--- config.mk ---
export PLATFORM = sky130hd
export DESIGN_NAME = nvm_cell
export DESIGN_NICKNAME = d
export VERILOG_FILES = /design/src/hw/rtl/nvm_pkg.sv /design/src/hw/rtl/nvm_cell.sv
export SDC_FILE = /design/constraint.sdc
export NUM_CORES = 1
export LEC_CHECK = 0
export BUFFER_PORTS_ARGS = -buffer_cell sky130_fd_sc_hd__buf_2
export CORE_MARGIN = 5
export CORE_UTILIZATION = 30
export DETAILED_ROUTE_END_ITERATION = 7
export GPL_TIMING_DRIVEN = 0
export PLACE_DENSITY = 0.72
export SLEW_MARGIN = 25
export SYNTH_ARGS = -nofsm -noshare
export SYNTH_HDL_FRONTEND = slang
export SYNTH_SLANG_ARGS = --single-unit
export TNS_END_PERCENT = 20
--- constraint.sdc ---
create_clock -name clk_i -period 1.35 [get_ports clk_i]
set_input_delay 0.135 -clock clk_i [delete_from_list [all_inputs] [get_ports clk_i]]
set_output_delay 0.135 -clock clk_i [all_outputs]
set_load 0.02 [all_outputs]
--- src/hw/rtl/nvm_pkg.sv ---
// Shared types, constants and codes of the nearest vector match unit.
`default_nettype none
package nvm_pkg;

  localparam int unsigned MaxTrainDef = 512;
  localparam int unsigned MaxDimsDef  = 40;

  localparam int unsigned CoefW   = 24;
  localparam int unsigned DistW   = 54;
  localparam int unsigned ConfW   = 17;
  localparam int unsigned IdxW    = 9;
  localparam int unsigned DimIdxW = 6;
  localparam int unsigned NtW     = 10;
  localparam int unsigned NdW     = 6;
  localparam int unsigned ThrW    = 17;
  localparam int unsigned CfgIdxW = 2;
  localparam int unsigned QuotW   = 48;
  localparam int unsigned RootW   = 24;

  localparam int unsigned NumTrainRst = 2;
  localparam int unsigned NumDimsRst  = 1;
  localparam int unsigned ThreshRst   = 32768;
  localparam int unsigned ConfFull    = 65536;
  localparam int unsigned LimFactor   = 65025;  // 255 * 255
  localparam int unsigned RoundBias   = 127;
  localparam int unsigned Recip255    = 16843010;  // ceil(2^32 / 255)
  localparam int unsigned RecipShift  = 32;

  typedef enum logic [CfgIdxW-1:0] {
    CFG_NUM_TRAIN = 2'd0,
    CFG_NUM_DIMS  = 2'd1,
    CFG_THRESHOLD = 2'd2
  } cfg_reg_e;

  typedef enum logic {
    OP_LOAD  = 1'b0,
    OP_QUERY = 1'b1
  } op_e;

  typedef enum logic [3:0] {
    ST_IDLE,
    ST_SEARCH,
    ST_DRAIN,
    ST_LIMIT,
    ST_CHECK,
    ST_DIV,
    ST_SQRT,
    ST_FINISH,
    ST_DONE
  } state_e;

  typedef struct packed {
    logic load;
    logic shift;
  } cell_ctrl_t;

endpackage
`default_nettype wire

--- src/hw/rtl/nvm_cell.sv ---
// One query coefficient cell of the rotating query chain.
`default_nettype none
module nvm_cell (
  input  wire                        clk_i,
  input  nvm_pkg::cell_ctrl_t        ctrl_i,
  input  wire [nvm_pkg::CoefW-1:0]   load_val_i,
  input  wire [nvm_pkg::CoefW-1:0]   shift_val_i,
  output logic [nvm_pkg::CoefW-1:0]  value_o
);
  import nvm_pkg::*;

  logic [CoefW-1:0] value_q, value_d;

  always_comb begin
    value_d = value_q;
    if (ctrl_i.load) begin
      value_d = load_val_i;
    end else if (ctrl_i.shift) begin
      value_d = shift_val_i;
    end
  end

  always_ff @(posedge clk_i) begin
    value_q <= value_d;
  end

  assign value_o = value_q;
endmodule
`default_nettype wire

### Yosys cells after proc, flatten, opt, wreduce, memory -nomap -nowiden

Index checks and enable logic that the tools add are counted.

* flip-flop bits (word level): 24
* bits of input ports: 51
* output and inout port bits: 24
* logic and storage cells: 4

* multiplexer cells: 2
* reduce and logical (&&, ||, !) cells: 1

Operators by type and width (number)
* $mux W24: 2
* $reduce_bool A2 Y1: 1

### Logic depth before layout (Yosys ltp)

* word-level depth: 2
* depth in mapped cells: 3
* depth with buffers taken out: 1

### Least setup slack after synthesis

Ideal clock, no wire load.

* path type: input-to-reg
* start: input ctrl_i[1] (netlist name)
* end: register value_q[0], in the netlist value_o[0], enable pin
* library setup time: 0.382 ns
* arrival: 0.980 ns
* path slack: -0.012 ns
* cell stages on the path: 3
* path through: buf_6 > buf_12 > or2_1

* cells in the longest elaborated chain, start to end: 1

Ends and longest elaborated chain
* start, declared: line nvm_cell.sv:5 `input nvm_pkg::cell_ctrl_t ctrl_i,`
* $reduce_bool A2 Y1 (no source line)
* end signal, assigned: line nvm_cell.sv:24 `value_q <= value_d;`
* end, declared: line nvm_cell.sv:12 `logic [CoefW-1:0] value_q, value_d;`

No other way between the ends.
A chain may end at the register's enable or synchronous reset.

### Worst setup path in the final report

* start: input ctrl_i[1] (netlist name)
* end: register value_q[7], in the netlist value_o[7], enable pin

The elaborated chain is that of the path after synthesis.

==> flow_summary.yaml <==
outcome:
  status: "finished clean"
sta:
  maxSlewViolCount: 0
  worst_slew_pin_slew_ps: 536
  period_share_pct: 73.1
  rsz0062_at_grt: "false"
  relSlewSlack_pct: 64.3
  fmax_mhz: 1010
  setup_viol: 0
  tns_ps: 0
  whs_ps: 172
  fin_crit_ps: 987
  hold_viol_final: 0
synthesis:
  postSynthAreaPerCell_um2: 21.5
  ys_seq_elements: 24
  seq_area_frac_synth_pct: 64.4
  syn_area_um2: 1120
  synth_warnings: 0
  syn_nets: 103
  synthCells: 52
  netlist-cell-type-count: 6
finish:
  layout.nets: 181
  largest_reg_flops: 24
  area.growth.synth_to_final_pct: 42.0
  diodes: 0
  drive_gt1_share_pct: 80.6
  fin_area_um2: 1590
  multi_input_area_um2: 348
  fill_cells: 356
  instances_no_fill: 177
  ff_latch_area_um2: 721
setup_path:
  worstPathArrival_ps: 930
  crit_end: "value_o[7]"
  worstPathRequired_ps: 1290
  cp-start-kind: "input port"
  critPathMaxFanout: 24
  startpoint: "ctrl_i[1]"
  crit_type: "in -> reg"
  endpoint_kind: "flop"
die:
  dieHeight_um: 71.1
  row_count: 22
  io_pins: 75
  core_area_um2: 3630
  die_area_um2: 5050
  fp.dieW_um: 71.1
  initial_core_util_pct: 30.8
clocking:
  cts_made_buffers: 3
  clock-sinks: 24
  clk_pin_slew_ps: 80
  cts_resized: 0
  ctsHoldBuffers: 0
  cts_tree: "built"
  clock_path_buffers: 2
  clockRootBuffer: "clkbuf_8"
  post-cts-setup-buffer-count: 0
  htreeDepth: 1
global_routing:
  antenna_found_initial: 0
  grt_max_degree: 25
  grt_pass1_wl_um: 3550
  grt.total_usage_pct: 8.87
  overflow: 0
  grt_pass1_vias: 799
detailed_routing:
  drc_errors: 0
  ant_nets: 0
  viasPerCell: 4.16
  num_vias: 736
  drt_wl_total_um: 2360
  drt-initial-drc-count: 22
  drt_pass1_iterations: 4
  wire_per_inst_um: 13.3
pwr:
  p_leak_nw: 0.758
  peakVddDrop_mv: 0.577
  power_per_cell_area_nw_per_um2: 1090
placed_design:
  portBuffers: 73
  gp_congestion: 0.844
  dp.cells: 173
  post_dp_cell_area_um2: 1550
run:
  drv_cap: 0
min_path:
  hold_path_class: "in -> reg"
[power by group]
part | internal (mW) | switching, mW
Sequential | 0.914 | 0.0176
Combinational | 0.194 | 0.202
Clock | 0.203 | 0.208
[cell families after synthesis]
family                 synth area share (%)
buffers and inverters                  4.58
muxes                                  30.5
and+or+nand+nor                       0.559
DFF                                    64.4
[layout by cell type, fill, tap and decap left out, drive strengths merged]
cell / n
buf: 76
clkbuf: 3
clkinv: 1
edfxtp: 24
mux2: 24
or2: 1
[how the worst min path moves through the flow]
stage              startpoint          end  slack, ps  depth (start not counted)
2_1_floorplan  load_val_i[10]  value_o[10]        350                          1
3_3_place_gp    load_val_i[0]   value_o[0]        440                          2
3_5_place_dp   load_val_i[17]  value_o[17]        440                          2
4_1_cts        load_val_i[17]  value_o[17]        170                          2
5_1_grt        load_val_i[16]  value_o[16]        170                          2
6_report       load_val_i[17]  value_o[17]        170                          2
[metal layers]
metal | track usage [%] | part of all wire (%) | vias to the layer above
met5 | 0 | 0 | -
li1 | - | - | 356
met3 | 1.70 | 7.4 | 2
met4 | 3.76 | 1.2 | 0
met2 | 18.3 | 60 | 32
met1 | 8.15 | 32 | 346
[through the flow]
| step | utilization, % | total power [mW] | setup WS, ps |
|---|---|---|---|
| floorplan | - | 1.19 | 174 |
| global placement | 42.5 | 1.34 | 83.0 |
| detailed placement | 42.5 | 1.35 | 67.2 |
| CTS | 43.8 | 1.76 | 346 |
| global route | 43.8 | 1.82 | 313 |
| finish | 43.8 | 1.74 | 363 |
[synth_stat cells]
master,number,area (um^2)
buf_6,1,11.3
mux2_4,19,285
mux2_2,5,56.3
or2_1,1,6.26
edfxtp_1,24,721
buf_12,2,40.0
[critical path, stage by stage]
cell and delay (ps):
buf_6 120, buf_12 150, or2_2 520
[final cells by class]
type                            instances  share of cell area, %
Sequential cell                        24                   45.3
Timing Repair Buffer                   73                   23.0
Multi-Input combinational cell         25                   21.9
Tap cell                               48                   3.78
Buffer                                  3                   3.23
Clock buffer                            3                   2.60
Clock inverter                          1                  0.236
(Power assumes the default switching activity.)
