[config.mk]
export PLATFORM = sky130hd
export DESIGN_NAME = nvm_isqrt
export DESIGN_NICKNAME = d
export VERILOG_FILES = /design/src/hw/rtl/nvm_pkg.sv /design/src/hw/rtl/nvm_isqrt.sv
export SDC_FILE = /design/constraint.sdc
export NUM_CORES = 1
export LEC_CHECK = 0
export ABC_AREA = 1
export BUFFER_PORTS_ARGS = -buffer_cell sky130_fd_sc_hd__buf_2
export CORE_UTILIZATION = 51
export CTS_CLUSTER_DIAMETER = 40
export CTS_CLUSTER_SIZE = 25
export DETAILED_ROUTE_END_ITERATION = 10
export PLACE_DENSITY = 0.82
export SYNTH_ARGS = -nofsm -noshare
export SYNTH_HDL_FRONTEND = slang
export SYNTH_SLANG_ARGS = --single-unit
[constraint.sdc]
create_clock -name clk_i -period 5.8 [get_ports clk_i]
set_input_delay 1.16 -clock clk_i [delete_from_list [all_inputs] [get_ports clk_i]]
set_output_delay 1.16 -clock clk_i [all_outputs]
set_load 0.01 [all_outputs]
[src/hw/rtl/nvm_pkg.sv]
// Shared types, constants and codes of the nearest vector match unit.
`default_nettype none
package nvm_pkg;

  localparam int unsigned MaxTrainDef = 512;
  localparam int unsigned MaxDimsDef  = 40;

  localparam int unsigned CoefW   = 24;
  localparam int unsigned DistW   = 54;
  localparam int unsigned ConfW   = 17;
  localparam int unsigned IdxW    = 9;
  localparam int unsigned DimIdxW = 6;
  localparam int unsigned NtW     = 10;
  localparam int unsigned NdW     = 6;
  localparam int unsigned ThrW    = 17;
  localparam int unsigned CfgIdxW = 2;
  localparam int unsigned QuotW   = 48;
  localparam int unsigned RootW   = 24;

  localparam int unsigned NumTrainRst = 2;
  localparam int unsigned NumDimsRst  = 1;
  localparam int unsigned ThreshRst   = 32768;
  localparam int unsigned ConfFull    = 65536;
  localparam int unsigned LimFactor   = 65025;  // 255 * 255
  localparam int unsigned RoundBias   = 127;
  localparam int unsigned Recip255    = 16843010;  // ceil(2^32 / 255)
  localparam int unsigned RecipShift  = 32;

  typedef enum logic [CfgIdxW-1:0] {
    CFG_NUM_TRAIN = 2'd0,
    CFG_NUM_DIMS  = 2'd1,
    CFG_THRESHOLD = 2'd2
  } cfg_reg_e;

  typedef enum logic {
    OP_LOAD  = 1'b0,
    OP_QUERY = 1'b1
  } op_e;

  typedef enum logic [3:0] {
    ST_IDLE,
    ST_SEARCH,
    ST_DRAIN,
    ST_LIMIT,
    ST_CHECK,
    ST_DIV,
    ST_SQRT,
    ST_FINISH,
    ST_DONE
  } state_e;

  typedef struct packed {
    logic load;
    logic shift;
  } cell_ctrl_t;

endpackage
`default_nettype wire

[src/hw/rtl/nvm_isqrt.sv]
// Digit-by-digit integer square root of the quotient, one result bit per cycle.
`default_nettype none
module nvm_isqrt (
  input  wire                         clk_i,
  input  wire                         rst_ni,
  input  wire                         start_i,
  input  wire [nvm_pkg::QuotW-1:0]    value_i,
  output logic                        done_o,
  output logic [nvm_pkg::RootW-1:0]   root_o
);
  import nvm_pkg::*;

  localparam int unsigned CntW = $clog2(RootW);

  logic             busy_q, busy_d;
  logic             done_q, done_d;
  logic [CntW-1:0]  cnt_q, cnt_d;
  logic [QuotW-1:0] x_q, x_d;
  logic [QuotW-1:0] r_q, r_d;
  logic [QuotW-1:0] bit_q, bit_d;
  logic [QuotW:0]   trial;
  logic             ge;

  always_comb begin
    trial  = {1'b0, r_q} + {1'b0, bit_q};
    ge     = {1'b0, x_q} >= trial;
    busy_d = busy_q;
    done_d = 1'b0;
    cnt_d  = cnt_q;
    x_d    = x_q;
    r_d    = r_q;
    bit_d  = bit_q;
    if (start_i) begin
      busy_d = 1'b1;
      cnt_d  = '0;
      x_d    = value_i;
      r_d    = '0;
      bit_d  = QuotW'(1) << (QuotW - 2);
    end else if (busy_q) begin
      if (ge) begin
        x_d = x_q - trial[QuotW-1:0];
        r_d = (r_q >> 1) + bit_q;
      end else begin
        r_d = r_q >> 1;
      end
      bit_d = bit_q >> 2;
      cnt_d = cnt_q + 1'b1;
      if (cnt_q == CntW'(RootW - 1)) begin
        busy_d = 1'b0;
        done_d = 1'b1;
      end
    end
  end

  always_ff @(posedge clk_i or negedge rst_ni) begin
    if (!rst_ni) begin
      busy_q <= 1'b0;
      done_q <= 1'b0;
      cnt_q  <= '0;
    end else begin
      busy_q <= busy_d;
      done_q <= done_d;
      cnt_q  <= cnt_d;
    end
  end

  always_ff @(posedge clk_i) begin
    x_q   <= x_d;
    r_q   <= r_d;
    bit_q <= bit_d;
  end

  assign done_o = done_q;
  assign root_o = r_q[RootW-1:0];
endmodule
`default_nettype wire

Word-level counts from Yosys, hierarchy flattened
Index checks and enable logic that the tools add are counted.
{"block": "word_totals", "ff_bits": 127, "elab_cells": 27}
{"block": "classes", "n_addsub": 4, "order_cmp": 1, "n_eq_ne": 1, "n_mux": 12, "reduce_logical": 3}
{"operator": "$mux 48", "count": 4}
{"operator": "$add 48x47->49", "count": 1}
{"operator": "$ge 48x49->1", "count": 1}
{"operator": "$add 47x47->48", "count": 1}
{"operator": "$sub 48x48->48", "count": 1}
{"operator": "$mux 5", "count": 2}
{"operator": "$mux 1", "count": 6}
{"operator": "$add 5x1->5 const B", "count": 1}
{"operator": "$eq 5x5->1 const B", "count": 1}
{"operator": "$reduce_bool 2->1", "count": 2}
{"operator": "$reduce_and 2->1", "count": 1}

Longest topological paths before layout
{"block": "depth", "word_depth": 5, "mapped_depth": 30, "ltp_nobuf": 29}

Worst setup path after synthesis
No wires, ideal clock.
{"block": "synth_path", "path_type": "register -> register", "startpoint": "register r_q[18]", "endpoint": "register x_q[0] (enable)", "setup_time_ps": 482, "arrival_ps": 5916, "required_time_ps": 5318, "slack_ps": -599, "path_stages_with_launch": 23, "n_path_buf": 2, "path_cell_list": "dfxtp_1 ha_1 nand2_1 nor2_1 inv_1 nor2_1 inv_1 o21ai_0 a21oi_1 o21bai_1 a21oi_1 xor2_1 ha_1 nand2_1 nor2_2 nand2_1 nor2_1 nand3_1 nand3_1 nand3_2 buf_4 buf_2 a31oi_1"}
{"block": "synth_via", "elab_chain_cells": 4}
{"element": "start, declared", "line": "nvm_isqrt.sv:19", "text": "logic [QuotW-1:0] r_q, r_d;"}
{"element": "start signal, assigned", "line": "nvm_isqrt.sv:69", "text": "r_q <= r_d;"}
{"element": "$add 48x47->49", "line": "nvm_isqrt.sv:25", "text": "trial = {1'b0, r_q} + {1'b0, bit_q};"}
{"element": "$ge 48x49->1", "line": "nvm_isqrt.sv:26", "text": "ge = {1'b0, x_q} >= trial;"}
{"element": "$reduce_bool 2->1 (no source line)"}
{"element": "$reduce_and 2->1 (no source line)"}
{"element": "end signal, assigned", "line": "nvm_isqrt.sv:68", "text": "x_q <= x_d;"}
{"element": "end, declared", "line": "nvm_isqrt.sv:18", "text": "logic [QuotW-1:0] x_q, x_d;"}
No other way between the ends.
A chain may end at the register's enable or synchronous reset.

Final worst setup path
{"block": "layout_path", "startpoint": "register r_q[6]", "endpoint": "register r_q[44]"}
{"block": "layout_via", "elab_chain_cells": 3, "elab_cells_between_ends": 4}
{"element": "$add 48x47->49", "line": "nvm_isqrt.sv:25"}
{"element": "$ge 48x49->1", "line": "nvm_isqrt.sv:26"}
{"element": "$mux 48 *", "line": "nvm_isqrt.sv:40", "text": "if (ge) begin"}
Every way passes the cells marked *; elsewhere a longest branch is shown, timed or not.

==> flow_summary_export.csv <==
group,metric,value,unit
routing,ant_nets,0,
clocking,post_cts_resized,0,
sta,slew_headroom,0.268,
place,place_hpwl,38200,um
status,outcome,"finished with violations",
layout,final_cell_mix,"667 x nand2_1, 284 x inv_1, 209 x nor2_1",
logic_synthesis,synth-edff-count,48,
sta,max_freq,0.190,GHz
clocking,cts_made_buffers,17,
critical_path,critical_path_class,"flip-flop to flip-flop",
grt,grt_max_degree,64,
clocking,cts_tree,"done",
sta,period_share,0.909,
routing,drc,5,
logic_synthesis,synthArstFlopShare,0.0551,
logic_synthesis,synthCells,2253,
logic_synthesis,syn_area,13700,um2
sta,finalMaxSlewViolations,0,
logic_synthesis,synth.distinct_cells,48,
place,gp_congestion,1.00,
critical_path,crit_path_end_kind,"flip-flop",
power_and_ir_drop,p_per_area,508,nW/um2
clocking,htreeDepth,4,
sta,worst_pin_slew,1.10,ns
routing,routed_via_density,5.75,
routing,drt_wl_total,47800,um
clocking,cts.reportedPaths.clkPinSlew,0.07,ns
routing,wl_per_cell,18.2,um
routing,vias,15100,
layout,drive_gt1_frac,0.0698,
floorplan,io_pins,76,
logic_synthesis,synth-seq-cells,127,
floorplan,fp.coreArea,26200,um2
routing,drtPass1Iterations,11,
layout,areaGrowthSynthToFinish,8.09,%
critical_path,start_kind,"flip-flop",
clocking,post_cts_buffers,0,
logic_synthesis,syn_nets,2404,
sta,rsz0062_at_grt,"no",
power_and_ir_drop,leakagePower,6.90,nW
floorplan,die_x,166,um
grt,antenna_found_initial,0,
floorplan,die_h,166,um
floorplan,rows,59,
sta,period_needed,5.27,ns
clocking,cts.sinks,127,
grt,grt_pass1_vias,14000,
place,io_buffers,75,
sta,tns,0,ns
logic_synthesis,syn_area_per_cell,6.09,um2
routing,drtIter0Drc,1688,
status,violations,"design-rule violations",
hold_path,hold_class,"flip-flop to flip-flop",
floorplan,initial_core_util,0.523,
layout,seq_area,3060,um2
layout,antenna_cells,0,
sta,setup_violations,0,
clocking,clk_path_buf_depth,2,
clocking,ctsRootBufferMaster,"clkbuf_16",
layout,fin_nets,2429,
logic_synthesis,synth-main-ff-cell,"dfxtp_1",
layout,multi_input_area,9150,um2
layout,fill_cells,2729,
clocking,hold_buffers,0,
floorplan,dieArea,27500,um2
clocking,clk_latency,0.44,ns
critical_path,crit_arrival,5.55,ns
logic_synthesis,yosysWarningCount,0,
flow_run,cap_violations,0,
grt,overflow,0,
critical_path,cp.required,6.08,ns
sta,hold_violations,0,
critical_path,crit_path_max_fanout,47,
layout,final_common_cell,"nand2_1",
power_and_ir_drop,peakVddDrop,406,uV
grt,grt_pass1_wl,75800,um
sta,clock_skew,0.0207,ns
grt,grt_util_all_layers,0.349,
logic_synthesis,ys_seq_area_frac,0.223,
power_and_ir_drop,power,0.00753,W
## power by group
group          switching (W)  leakage (nW)  total, W  internal (W)
Clock               0.000480         0.303   0.00117      0.000686
Sequential          0.000289          1.18   0.00161       0.00132
Combinational        0.00316          5.42   0.00475       0.00159
## layer usage
layer,routed length [um],up-vias,global-route usage
li1,-,7421,-
met1,22100,6867,0.495
met2,20500,725,0.551
met3,3880,91,0.0410
met4,1340,0,0.107
met5,0,-,0
## synth_stat cells, types with 2 or more instances
cell / number / area [um2]
inv_1: 284 / 1070
buf_2: 18 / 90.1
a21boi_0: 5 / 37.5
ha_1: 99 / 1240
nand2_2: 2 / 12.5
a31oi_1: 16 / 100
o31ai_1: 5 / 37.5
o21ai_0: 124 / 621
nor2_2: 5 / 31.3
nand4_1: 29 / 181
nor4_1: 7 / 43.8
clkbuf_1: 32 / 120
dfxtp_1: 72 / 1440
nand2_1: 667 / 2500
o21ai_1: 15 / 75.1
nand3b_1: 6 / 45.0
xor2_1: 57 / 499
a21o_1: 14 / 105
nor3_1: 28 / 140
buf_1: 4 / 15.0
buf_4: 26 / 195
o21bai_1: 22 / 165
a211oi_1: 2 / 15.0
edfxtp_1: 48 / 1440
o22ai_1: 23 / 144
o21a_1: 3 / 22.5
xnor2_1: 34 / 298
nor2_1: 211 / 792
nand3_2: 2 / 20.0
or2_2: 24 / 150
and3_1: 4 / 25.0
o211ai_1: 3 / 22.5
a21oi_1: 135 / 676
nand3_1: 205 / 1030
buf_6: 3 / 33.8
dfrtp_1: 7 / 175
## sequential cells by signal (all words and copies together), names as in the netlist
| name | count |
|---|---|
| bit_q | 24 |
| cnt_q | 5 |
| busy_q | 1 |
| r_q | 48 |
| done_o | 1 |
| x_q | 48 |
## metrics by stage
stage / setup WS, ns / utilization / hold slack [ns] / area (um2) / std cells
after floorplan: 0.570 / - / 0.449 / 13700 / 2253
after detailed placement: 0.684 / 0.542 / 0.471 / 14200 / 2594
final: 0.529 / 0.566 / 0.477 / 14800 / 2626
after global placement: 0.646 / 0.542 / 0.464 / 14200 / 2594
after global routing: 0.165 / 0.566 / 0.512 / 14800 / 2626
after CTS: 0.651 / 0.566 / 0.480 / 14800 / 2626
## path summary, 6_finish.rpt
kind / from / end / slack, ns / cells past startpoint
max: r_q[6] / r_q[44] / 0.53 / 22
min: r_q[0] / r_q[0] / 0.48 / 2
max reg2reg: r_q[6] / r_q[44] / 0.53 / 22
min reg2reg: r_q[0] / r_q[0] / 0.48 / 2
max in group asynchronous: rst_ni / done_o / 5.10 / 1
min in group asynchronous: rst_ni / busy_q / 0.54 / 1
## cell type report
cell class,instances,share of cell area
Multi-Input combinational cell,1757,0.617
Sequential cell,127,0.206
Inverter,285,0.0722
Timing Repair Buffer,90,0.0348
Clock buffer,18,0.0290
Tap cell,335,0.0283
Clock inverter,14,0.0122
## logic make-up (layout without fill, tap and decap cells)
family | Yosys count | count (layout) | synth area share
AO/OA/AOI/OAI | 373 | 373 | 0.151
XOR/XNOR | 91 | 91 | 0.0581
adder cells (fa/ha/maj) | 100 | 100 | 0.0918
buffers and inverters | 369 | 407 | 0.112
flip-flops | 127 | 127 | 0.223
AND/OR/NAND/NOR | 1193 | 1193 | 0.364
## worst max-delay path, cell delays in order, from the launching register on
cell and delay (ns):
dfxtp_1 0.30, buf_4 0.17, ha_1 0.36, nand2_1 0.10, o21ai_0 0.30, a21oi_1 0.13, o21ai_0 0.36, a21oi_1 0.17
o21bai_1 0.25, a21oi_1 0.12, xor2_1 0.30, ha_1 0.35, nand2_1 0.14, o21ai_0 0.17, inv_1 0.14, nand2_1 0.07
a21oi_1 0.19, nand3_1 0.33, nand3_2 0.25, buf_4 0.48, nand3_1 0.22, nand3_1 0.12, o21ai_0 0.08
No activity file was read; power rests on OpenSTA's default activity.
