`src/hw/rtl/nvm_pkg.sv`:
```
// Shared types, constants and codes of the nearest vector match unit.
`default_nettype none
package nvm_pkg;

  localparam int unsigned MaxTrainDef = 512;
  localparam int unsigned MaxDimsDef  = 40;

  localparam int unsigned CoefW   = 24;
  localparam int unsigned DistW   = 54;
  localparam int unsigned ConfW   = 17;
  localparam int unsigned IdxW    = 9;
  localparam int unsigned DimIdxW = 6;
  localparam int unsigned NtW     = 10;
  localparam int unsigned NdW     = 6;
  localparam int unsigned ThrW    = 17;
  localparam int unsigned CfgIdxW = 2;
  localparam int unsigned QuotW   = 48;
  localparam int unsigned RootW   = 24;

  localparam int unsigned NumTrainRst = 2;
  localparam int unsigned NumDimsRst  = 1;
  localparam int unsigned ThreshRst   = 32768;
  localparam int unsigned ConfFull    = 65536;
  localparam int unsigned LimFactor   = 65025;  // 255 * 255
  localparam int unsigned RoundBias   = 127;
  localparam int unsigned Recip255    = 16843010;  // ceil(2^32 / 255)
  localparam int unsigned RecipShift  = 32;

  typedef enum logic [CfgIdxW-1:0] {
    CFG_NUM_TRAIN = 2'd0,
    CFG_NUM_DIMS  = 2'd1,
    CFG_THRESHOLD = 2'd2
  } cfg_reg_e;

  typedef enum logic {
    OP_LOAD  = 1'b0,
    OP_QUERY = 1'b1
  } op_e;

  typedef enum logic [3:0] {
    ST_IDLE,
    ST_SEARCH,
    ST_DRAIN,
    ST_LIMIT,
    ST_CHECK,
    ST_DIV,
    ST_SQRT,
    ST_FINISH,
    ST_DONE
  } state_e;

  typedef struct packed {
    logic load;
    logic shift;
  } cell_ctrl_t;

endpackage
`default_nettype wire

```
`src/hw/rtl/nvm_div.sv`:
```
// Restoring divider: floor(dist * 2^16 / divisor), one quotient bit per cycle.
`default_nettype none
module nvm_div #(
  parameter int unsigned NeW = 15
) (
  input  wire                         clk_i,
  input  wire                         rst_ni,
  input  wire                         start_i,
  input  wire [nvm_pkg::DistW-1:0]    dist_i,
  input  wire [NeW-1:0]               divisor_i,
  output logic                        done_o,
  output logic [nvm_pkg::QuotW-1:0]   quot_o
);
  import nvm_pkg::*;

  localparam int unsigned CntW = $clog2(QuotW);

  logic             busy_q, busy_d;
  logic             done_q, done_d;
  logic [CntW-1:0]  cnt_q, cnt_d;
  logic [NeW-1:0]   rem_q, rem_d;
  logic [QuotW-1:0] low_q, low_d;
  logic [QuotW-1:0] quot_q, quot_d;
  logic [NeW:0]     trial;
  logic [NeW:0]     trial_sub;
  logic             ge;

  always_comb begin
    trial     = {rem_q, low_q[QuotW-1]};
    ge        = trial >= {1'b0, divisor_i};
    trial_sub = trial - {1'b0, divisor_i};
    busy_d    = busy_q;
    done_d    = 1'b0;
    cnt_d     = cnt_q;
    rem_d     = rem_q;
    low_d     = low_q;
    quot_d    = quot_q;
    if (start_i) begin
      // the bits above the quotient width stay below the divisor
      busy_d = 1'b1;
      cnt_d  = '0;
      rem_d  = dist_i[(QuotW-16) +: NeW];
      low_d  = {dist_i[QuotW-17:0], 16'h0000};
      quot_d = '0;
    end else if (busy_q) begin
      rem_d  = ge ? trial_sub[NeW-1:0] : trial[NeW-1:0];
      low_d  = {low_q[QuotW-2:0], 1'b0};
      quot_d = {quot_q[QuotW-2:0], ge};
      cnt_d  = cnt_q + 1'b1;
      if (cnt_q == CntW'(QuotW - 1)) begin
        busy_d = 1'b0;
        done_d = 1'b1;
      end
    end
  end

  always_ff @(posedge clk_i or negedge rst_ni) begin
    if (!rst_ni) begin
      busy_q <= 1'b0;
      done_q <= 1'b0;
      cnt_q  <= '0;
    end else begin
      busy_q <= busy_d;
      done_q <= done_d;
      cnt_q  <= cnt_d;
    end
  end

  always_ff @(posedge clk_i) begin
    rem_q  <= rem_d;
    low_q  <= low_d;
    quot_q <= quot_d;
  end

  assign done_o = done_q;
  assign quot_o = quot_q;
endmodule
`default_nettype wire

```
`config.mk`:
```
export PLATFORM = sky130hd
export DESIGN_NAME = nvm_div
export DESIGN_NICKNAME = d
export VERILOG_FILES = /design/src/hw/rtl/nvm_pkg.sv /design/src/hw/rtl/nvm_div.sv
export SDC_FILE = /design/constraint.sdc
export NUM_CORES = 1
export LEC_CHECK = 0
export BUFFER_PORTS_ARGS = -buffer_cell sky130_fd_sc_hd__buf_4
export CAP_MARGIN = 20
export CORE_MARGIN = 2
export CORE_UTILIZATION = 50
export CTS_BUF_LIST = sky130_fd_sc_hd__clkbuf_2
export DETAILED_ROUTE_END_ITERATION = 8
export PLACE_DENSITY = 0.87
export REMOVE_ABC_BUFFERS = 1
export SETUP_SLACK_MARGIN = 0.02
export SLEW_MARGIN = 20
export SYNTH_ARGS = -nofsm -noshare
export SYNTH_HDL_FRONTEND = slang
export SYNTH_SLANG_ARGS = --single-unit
```
`constraint.sdc`:
```
create_clock -name clk_i -period 2.9 [get_ports clk_i]
set_input_delay 0.29 -clock clk_i [delete_from_list [all_inputs] [get_ports clk_i]]
set_output_delay 0.29 -clock clk_i [all_outputs]
set_load 0.01 [all_outputs]
```
; Yosys cells after proc, flatten, opt, wreduce, memory -nomap -nowiden
; Cells that the tools add are included.
[word_totals]
reg_bits = 103
input_bits = 72
out_inout_bits = 49
[classes]
add_sub_neg = 2
n_lt_le_gt_ge = 1
n_eq_ne = 1
n_mux = 13
n_reduce_logical = 1
[ops]
columns = cell, count
row1 = $mux W48, 2
row2 = $mux W15, 3
row3 = $ge A16 B15 Y1, 1
row4 = $sub A15 B15 Y15, 1
row5 = $mux W6, 2
row6 = $add A6 B1 Y6 const B, 1
row7 = $eq A6 B6 Y1 const B, 1
row8 = $mux W1, 6
row9 = $reduce_bool A2 Y1, 1

; Logic depth before layout (Yosys ltp)
[logic_depth]
word_depth = 4
ltp_mapped = 10
depth_no_buf = 9

; Worst setup path before layout
; No wires, ideal clock.
[synth_path]
path_type = reg2reg
startpoint = register busy_q
endpoint = register low_q[16], enable pin
arrival_time_ns = 2.079
setup_slack_ns = 0.420
path_stages_with_launch = 5
path_cell_list = dfrtp_1 > clkbuf_1 > buf_1 > nor2_1 > inv_1
[synth_between]
elab_chain_len = 1
[synth_lines]
columns = item, line_no
row1 = start: declaration, nvm_div.sv:18  ; logic busy_q, busy_d;
row2 = start signal: assignment, nvm_div.sv:63  ; busy_q <= busy_d;
row3 = $reduce_bool A2 Y1 (no line), -
row4 = end signal: assignment, nvm_div.sv:71  ; low_q <= low_d;
row5 = end: declaration, nvm_div.sv:22  ; logic [QuotW-1:0] low_q, low_d;
; No other way between the ends.
; A chain may end at the register's enable or synchronous reset.

; Worst setup path in the final report
[layout_path]
startpoint = register low_q[47]
endpoint = register rem_q[2] (data pin)
[layout_between]
elab_chain_len = 4
[layout_lines]
columns = item, line_no
row1 = $sub A15 B15 Y15 or $ge A16 B15 Y1 (tied branches), "nvm_div.sv:31, nvm_div.sv:30"
row2 = $mux W15 (*), nvm_div.sv:46  ; rem_d = ge ? trial_sub[NeW-1:0] : trial[NeW-1:0];
row3 = $mux W15 (*), nvm_div.sv:45  ; end else if (busy_q) begin
row4 = $mux W15 (*), nvm_div.sv:38  ; if (start_i) begin
row5 = via rem_d[2], nvm_div.sv:21  ; logic [NeW-1:0] rem_q, rem_d;
row6 = end signal: assignment, nvm_div.sv:70  ; rem_q <= rem_d;
row7 = end: declaration, nvm_div.sv:21
; Mark *: on every way through the listed nets, which the timed path passes. The rest lies on a longest branch. The select of a mux whose other input is x is not followed.

==> metrics.txt <==
instance count of the mapped netlist 457; CTS clock-pin slew for the worst setup and hold paths 0.26 ns; async set or reset register ratio after synthesis 7.77%; core occupancy in the finished layout 66.7%; Routed WL 11300 um; antenna violations before repair 0; largest voltage drop on the vdd net 300 uV; clock sink count 103; final antenna-violating net count 0; CTS tree done; fin. max-slew vios 0; Main synth FF type sky130_fd_sc_hd__dfxtp_1; effective utilization at floorplan 51.8%; CP Capture Type flip-flop; maximum number of pins on one net before global-route repair 130; worst-path fanout max 11; number of ports placed on the die boundary 121; Endpoint, Worst Hold busy_q; Synth Warn # 0; Floorplan Core Area 0.00986 mm^2; critical path start-end classification reg -> reg; setup violation total in the final timing report 0; Site Rows 36; worst endpoint required time 3.21 ns; data arrival time of the critical path 2.94 ns; sum of net half-perimeters after detailed placement 7540 um; capture instance of the worst register-to-register path rem_q[2]; DR WL/cell 15.3 um; total inserted antenna cells 0; Hold Vio Cnt, Final 0; Initial DRT Pass Iterations 4; areal power density over the cells 612 mW/mm^2; max-capacitance violation count 0; global routing usage summed across all routing layers 20.0%; final critical-path share of the clock period 90.6%; P&R area growth vs syn 28.8%; IO Port Bufs 113; RSZ-0062 raised after global routing false; path type of the worst min-delay path in -> reg; run status finished clean; final estimated routing congestion in global placement 0.860; detailed-route DRC error count 0; maximum achievable frequency 381 MHz; setup skew after layout 0.0309 ns; worst reg2reg path startpoint low_q[47]; filler instances 784; average cell area after synthesis 11.2 um^2; Post-synth EDFFs 47; worst-margin pin slew 0.841 ns; via count of the first global-routing pass 3860; wire length of the first global-routing pass 18000 um; final layout net count 692; first-iteration detailed-routing DRC count 130; sequential element share of the synthesized area 50.3%; cell area after synthesis 0.00511 mm^2; vias 3974; library cell used as clock root buffer sky130_fd_sc_hd__clkbuf_2; sequential cell area in the final layout 0.00257 mm^2; Leakage 3.14 nW; source of the critical timing path low_q[47]; via count normalized by instance count 5.36; worst hold stages 3; crit path setup slack, layout 0.272 ns; count of unique library cells instantiated by Yosys 60; Die X-Extent 105 um; area of the die 0.0110 mm^2; grt ovf 0; combined area of the multi-input logic cells 0.00233 mm^2; #FFs+latches synth 103; Register-to-Register Path Depth 9; reg-to-reg setup timing slack 0.27 ns; Slew HR 43.9%; leading cell types by total area after synthesis sky130_fd_sc_hd__edfxtp_1 (28%), sky130_fd_sc_hd__dfxtp_1 (19%), sky130_fd_sc_hd__mux2i_1 (9.6%); number of clock buffers inserted by TritonCTS 9; minimum period implied by the final worst setup slack 2.63 ns; level count of the clock H-tree 3; startpoint types flip-flop; deepest clock path buffer count 2; clock latency of the later-clocked register in the worst-skew pair 0.53 ns; worst setup slack before clock tree synthesis 0.255 ns; cell accounting for the most synthesized area sky130_fd_sc_hd__edfxtp_1; top-area cell type share of the netlist area 27.6%; origin of the worst min-delay path start_i; cts repair resizes 0; share of post-route cells with drive strength above 1 29.4%; Die Y 105 um
-- layout by cell type, fill, tap and decap left out, types with 6 or more instances in the layout --
cell type and n:
sky130_fd_sc_hd__clkbuf_2 11, sky130_fd_sc_hd__inv_1 21, sky130_fd_sc_hd__a21oi_1 13, sky130_fd_sc_hd__mux2i_1 49, sky130_fd_sc_hd__buf_4 118, sky130_fd_sc_hd__dlygate4sd3_1 41
sky130_fd_sc_hd__mux2_2 31, sky130_fd_sc_hd__xor2_1 8, sky130_fd_sc_hd__nand2_1 14, sky130_fd_sc_hd__a21o_1 6, sky130_fd_sc_hd__a211oi_1 6, sky130_fd_sc_hd__dfrtp_1 7
sky130_fd_sc_hd__o21ai_0 10, sky130_fd_sc_hd__nor2b_1 9, sky130_fd_sc_hd__ha_1 16, sky130_fd_sc_hd__edfxtp_1 47, sky130_fd_sc_hd__nor2_1 67, sky130_fd_sc_hd__dfxtp_1 48
-- metal layers --
metal	vias up	track usage [%]	share of wire, %
met5	-	0	0
met4	0	4.76	0.69
met3	10	6.99	8.2
met2	122	32.5	47
met1	1898	25.7	44
li1	1944	-	-
-- registers in the layout, indices dropped and copies added (netlist names) --
register  cells
cnt_q         6
busy_q        1
low_q        32
quot_o       48
done_o        1
rem_q        15
-- worst max-delay path by stage --
| stage | cells after the start | endpoint | slack, ns |
|---|---|---|---|
| final | 9 | rem_q[2] | 0.27 |
| after global routing | 9 | rem_q[2] | 0.15 |
| after CTS | 9 | rem_q[2] | 0.27 |
| after detailed placement | 9 | rem_q[2] | 0.25 |
| after global placement | 9 | rem_q[4] | 0.36 |
| after floorplan | 2 | low_q[16] | -0.49 |
-- area by class of cell --
cell class	instances	share of cell area (%)
clock buffer	11	0.836
clock inverter	5	0.893
multi-input combinational	307	35.4
timing repair buffer	160	20.0
inverter	22	1.25
sequential	103	39.1
tap	133	2.53
-- power breakdown --
group / switching (mW) / internal (mW) / total, mW
Sequential: 0.0832 / 1.73 / 1.81
Combinational: 0.841 / 0.707 / 1.55
Clock: 0.464 / 0.210 / 0.674
Total: 1.39 / 2.64 / 4.03
-- Yosys cell counts, types with 2 or more instances --
master and number:
sky130_fd_sc_hd__o311ai_1 2, sky130_fd_sc_hd__o31a_1 4, sky130_fd_sc_hd__nand4b_1 3, sky130_fd_sc_hd__nor2_1 67, sky130_fd_sc_hd__nor2b_1 9, sky130_fd_sc_hd__xor2_1 8
sky130_fd_sc_hd__dfrtp_1 8, sky130_fd_sc_hd__a211oi_2 2, sky130_fd_sc_hd__dfxtp_1 48, sky130_fd_sc_hd__inv_1 22, sky130_fd_sc_hd__xnor2_1 3, sky130_fd_sc_hd__mux2i_1 49
sky130_fd_sc_hd__a211oi_1 6, sky130_fd_sc_hd__buf_6 3, sky130_fd_sc_hd__nand4_1 4, sky130_fd_sc_hd__o211ai_1 2, sky130_fd_sc_hd__o21ai_0 10, sky130_fd_sc_hd__a32oi_1 5
sky130_fd_sc_hd__o31ai_1 2, sky130_fd_sc_hd__buf_1 6, sky130_fd_sc_hd__clkbuf_1 9, sky130_fd_sc_hd__a21o_1 6, sky130_fd_sc_hd__a21oi_1 13, sky130_fd_sc_hd__nand2b_1 5
sky130_fd_sc_hd__nor3_1 5, sky130_fd_sc_hd__a221o_1 2, sky130_fd_sc_hd__o21a_1 3, sky130_fd_sc_hd__or3_1 2, sky130_fd_sc_hd__nand2_1 14, sky130_fd_sc_hd__a31oi_1 2
sky130_fd_sc_hd__a221oi_1 2, sky130_fd_sc_hd__edfxtp_1 47, sky130_fd_sc_hd__ha_1 16, sky130_fd_sc_hd__and2_1 2, sky130_fd_sc_hd__a211o_1 3, sky130_fd_sc_hd__nand3_1 2
sky130_fd_sc_hd__mux2_2 31, sky130_fd_sc_hd__buf_2 7, sky130_fd_sc_hd__o21a_2 2
-- through the flow --
stage	cells	TNS, ns	cell area, um^2	hold slack [ns]	total power, mW
floorplan	432	-23.09	4990	-0.00559	2.91
detailed placement	684	0	6060	0.116	3.32
global route	741	0	6580	0.00114	4.29
global placement	684	0	6060	0.113	3.25
finish	741	0	6580	0.0579	4.03
CTS	726	0	6430	0.00154	4.02
-- critical path, cell delays in order, from the launching register on --
cell	delay, ns
sky130_fd_sc_hd__edfxtp_1	0.38
sky130_fd_sc_hd__inv_1	0.05
sky130_fd_sc_hd__ha_1	0.20
sky130_fd_sc_hd__fa_1	0.40
sky130_fd_sc_hd__nand2b_1	0.18
sky130_fd_sc_hd__a21oi_1	0.26
sky130_fd_sc_hd__o21a_2	0.23
sky130_fd_sc_hd__o21a_2	0.21
sky130_fd_sc_hd__nor2_4	0.10
sky130_fd_sc_hd__o311ai_0	0.41
-- logic make-up after synthesis --
family / Yosys count / share of synthesized area (%)
AND/OR/NAND/NOR: 119 / 10.9
flip-flops: 103 / 50.3
multiplexers: 80 / 16.4
AO/OA/AOI/OAI: 80 / 12.1
adder cells (fa/ha/maj): 17 / 4.31
buffers and inverters: 47 / 4.06
XOR/XNOR: 11 / 1.89
-- repair_timing --
item,CTS,global route
hold endpoints to repair,32,19
buffers inserted,0,0
hold buffers,26,15
(Power assumes the default switching activity.)
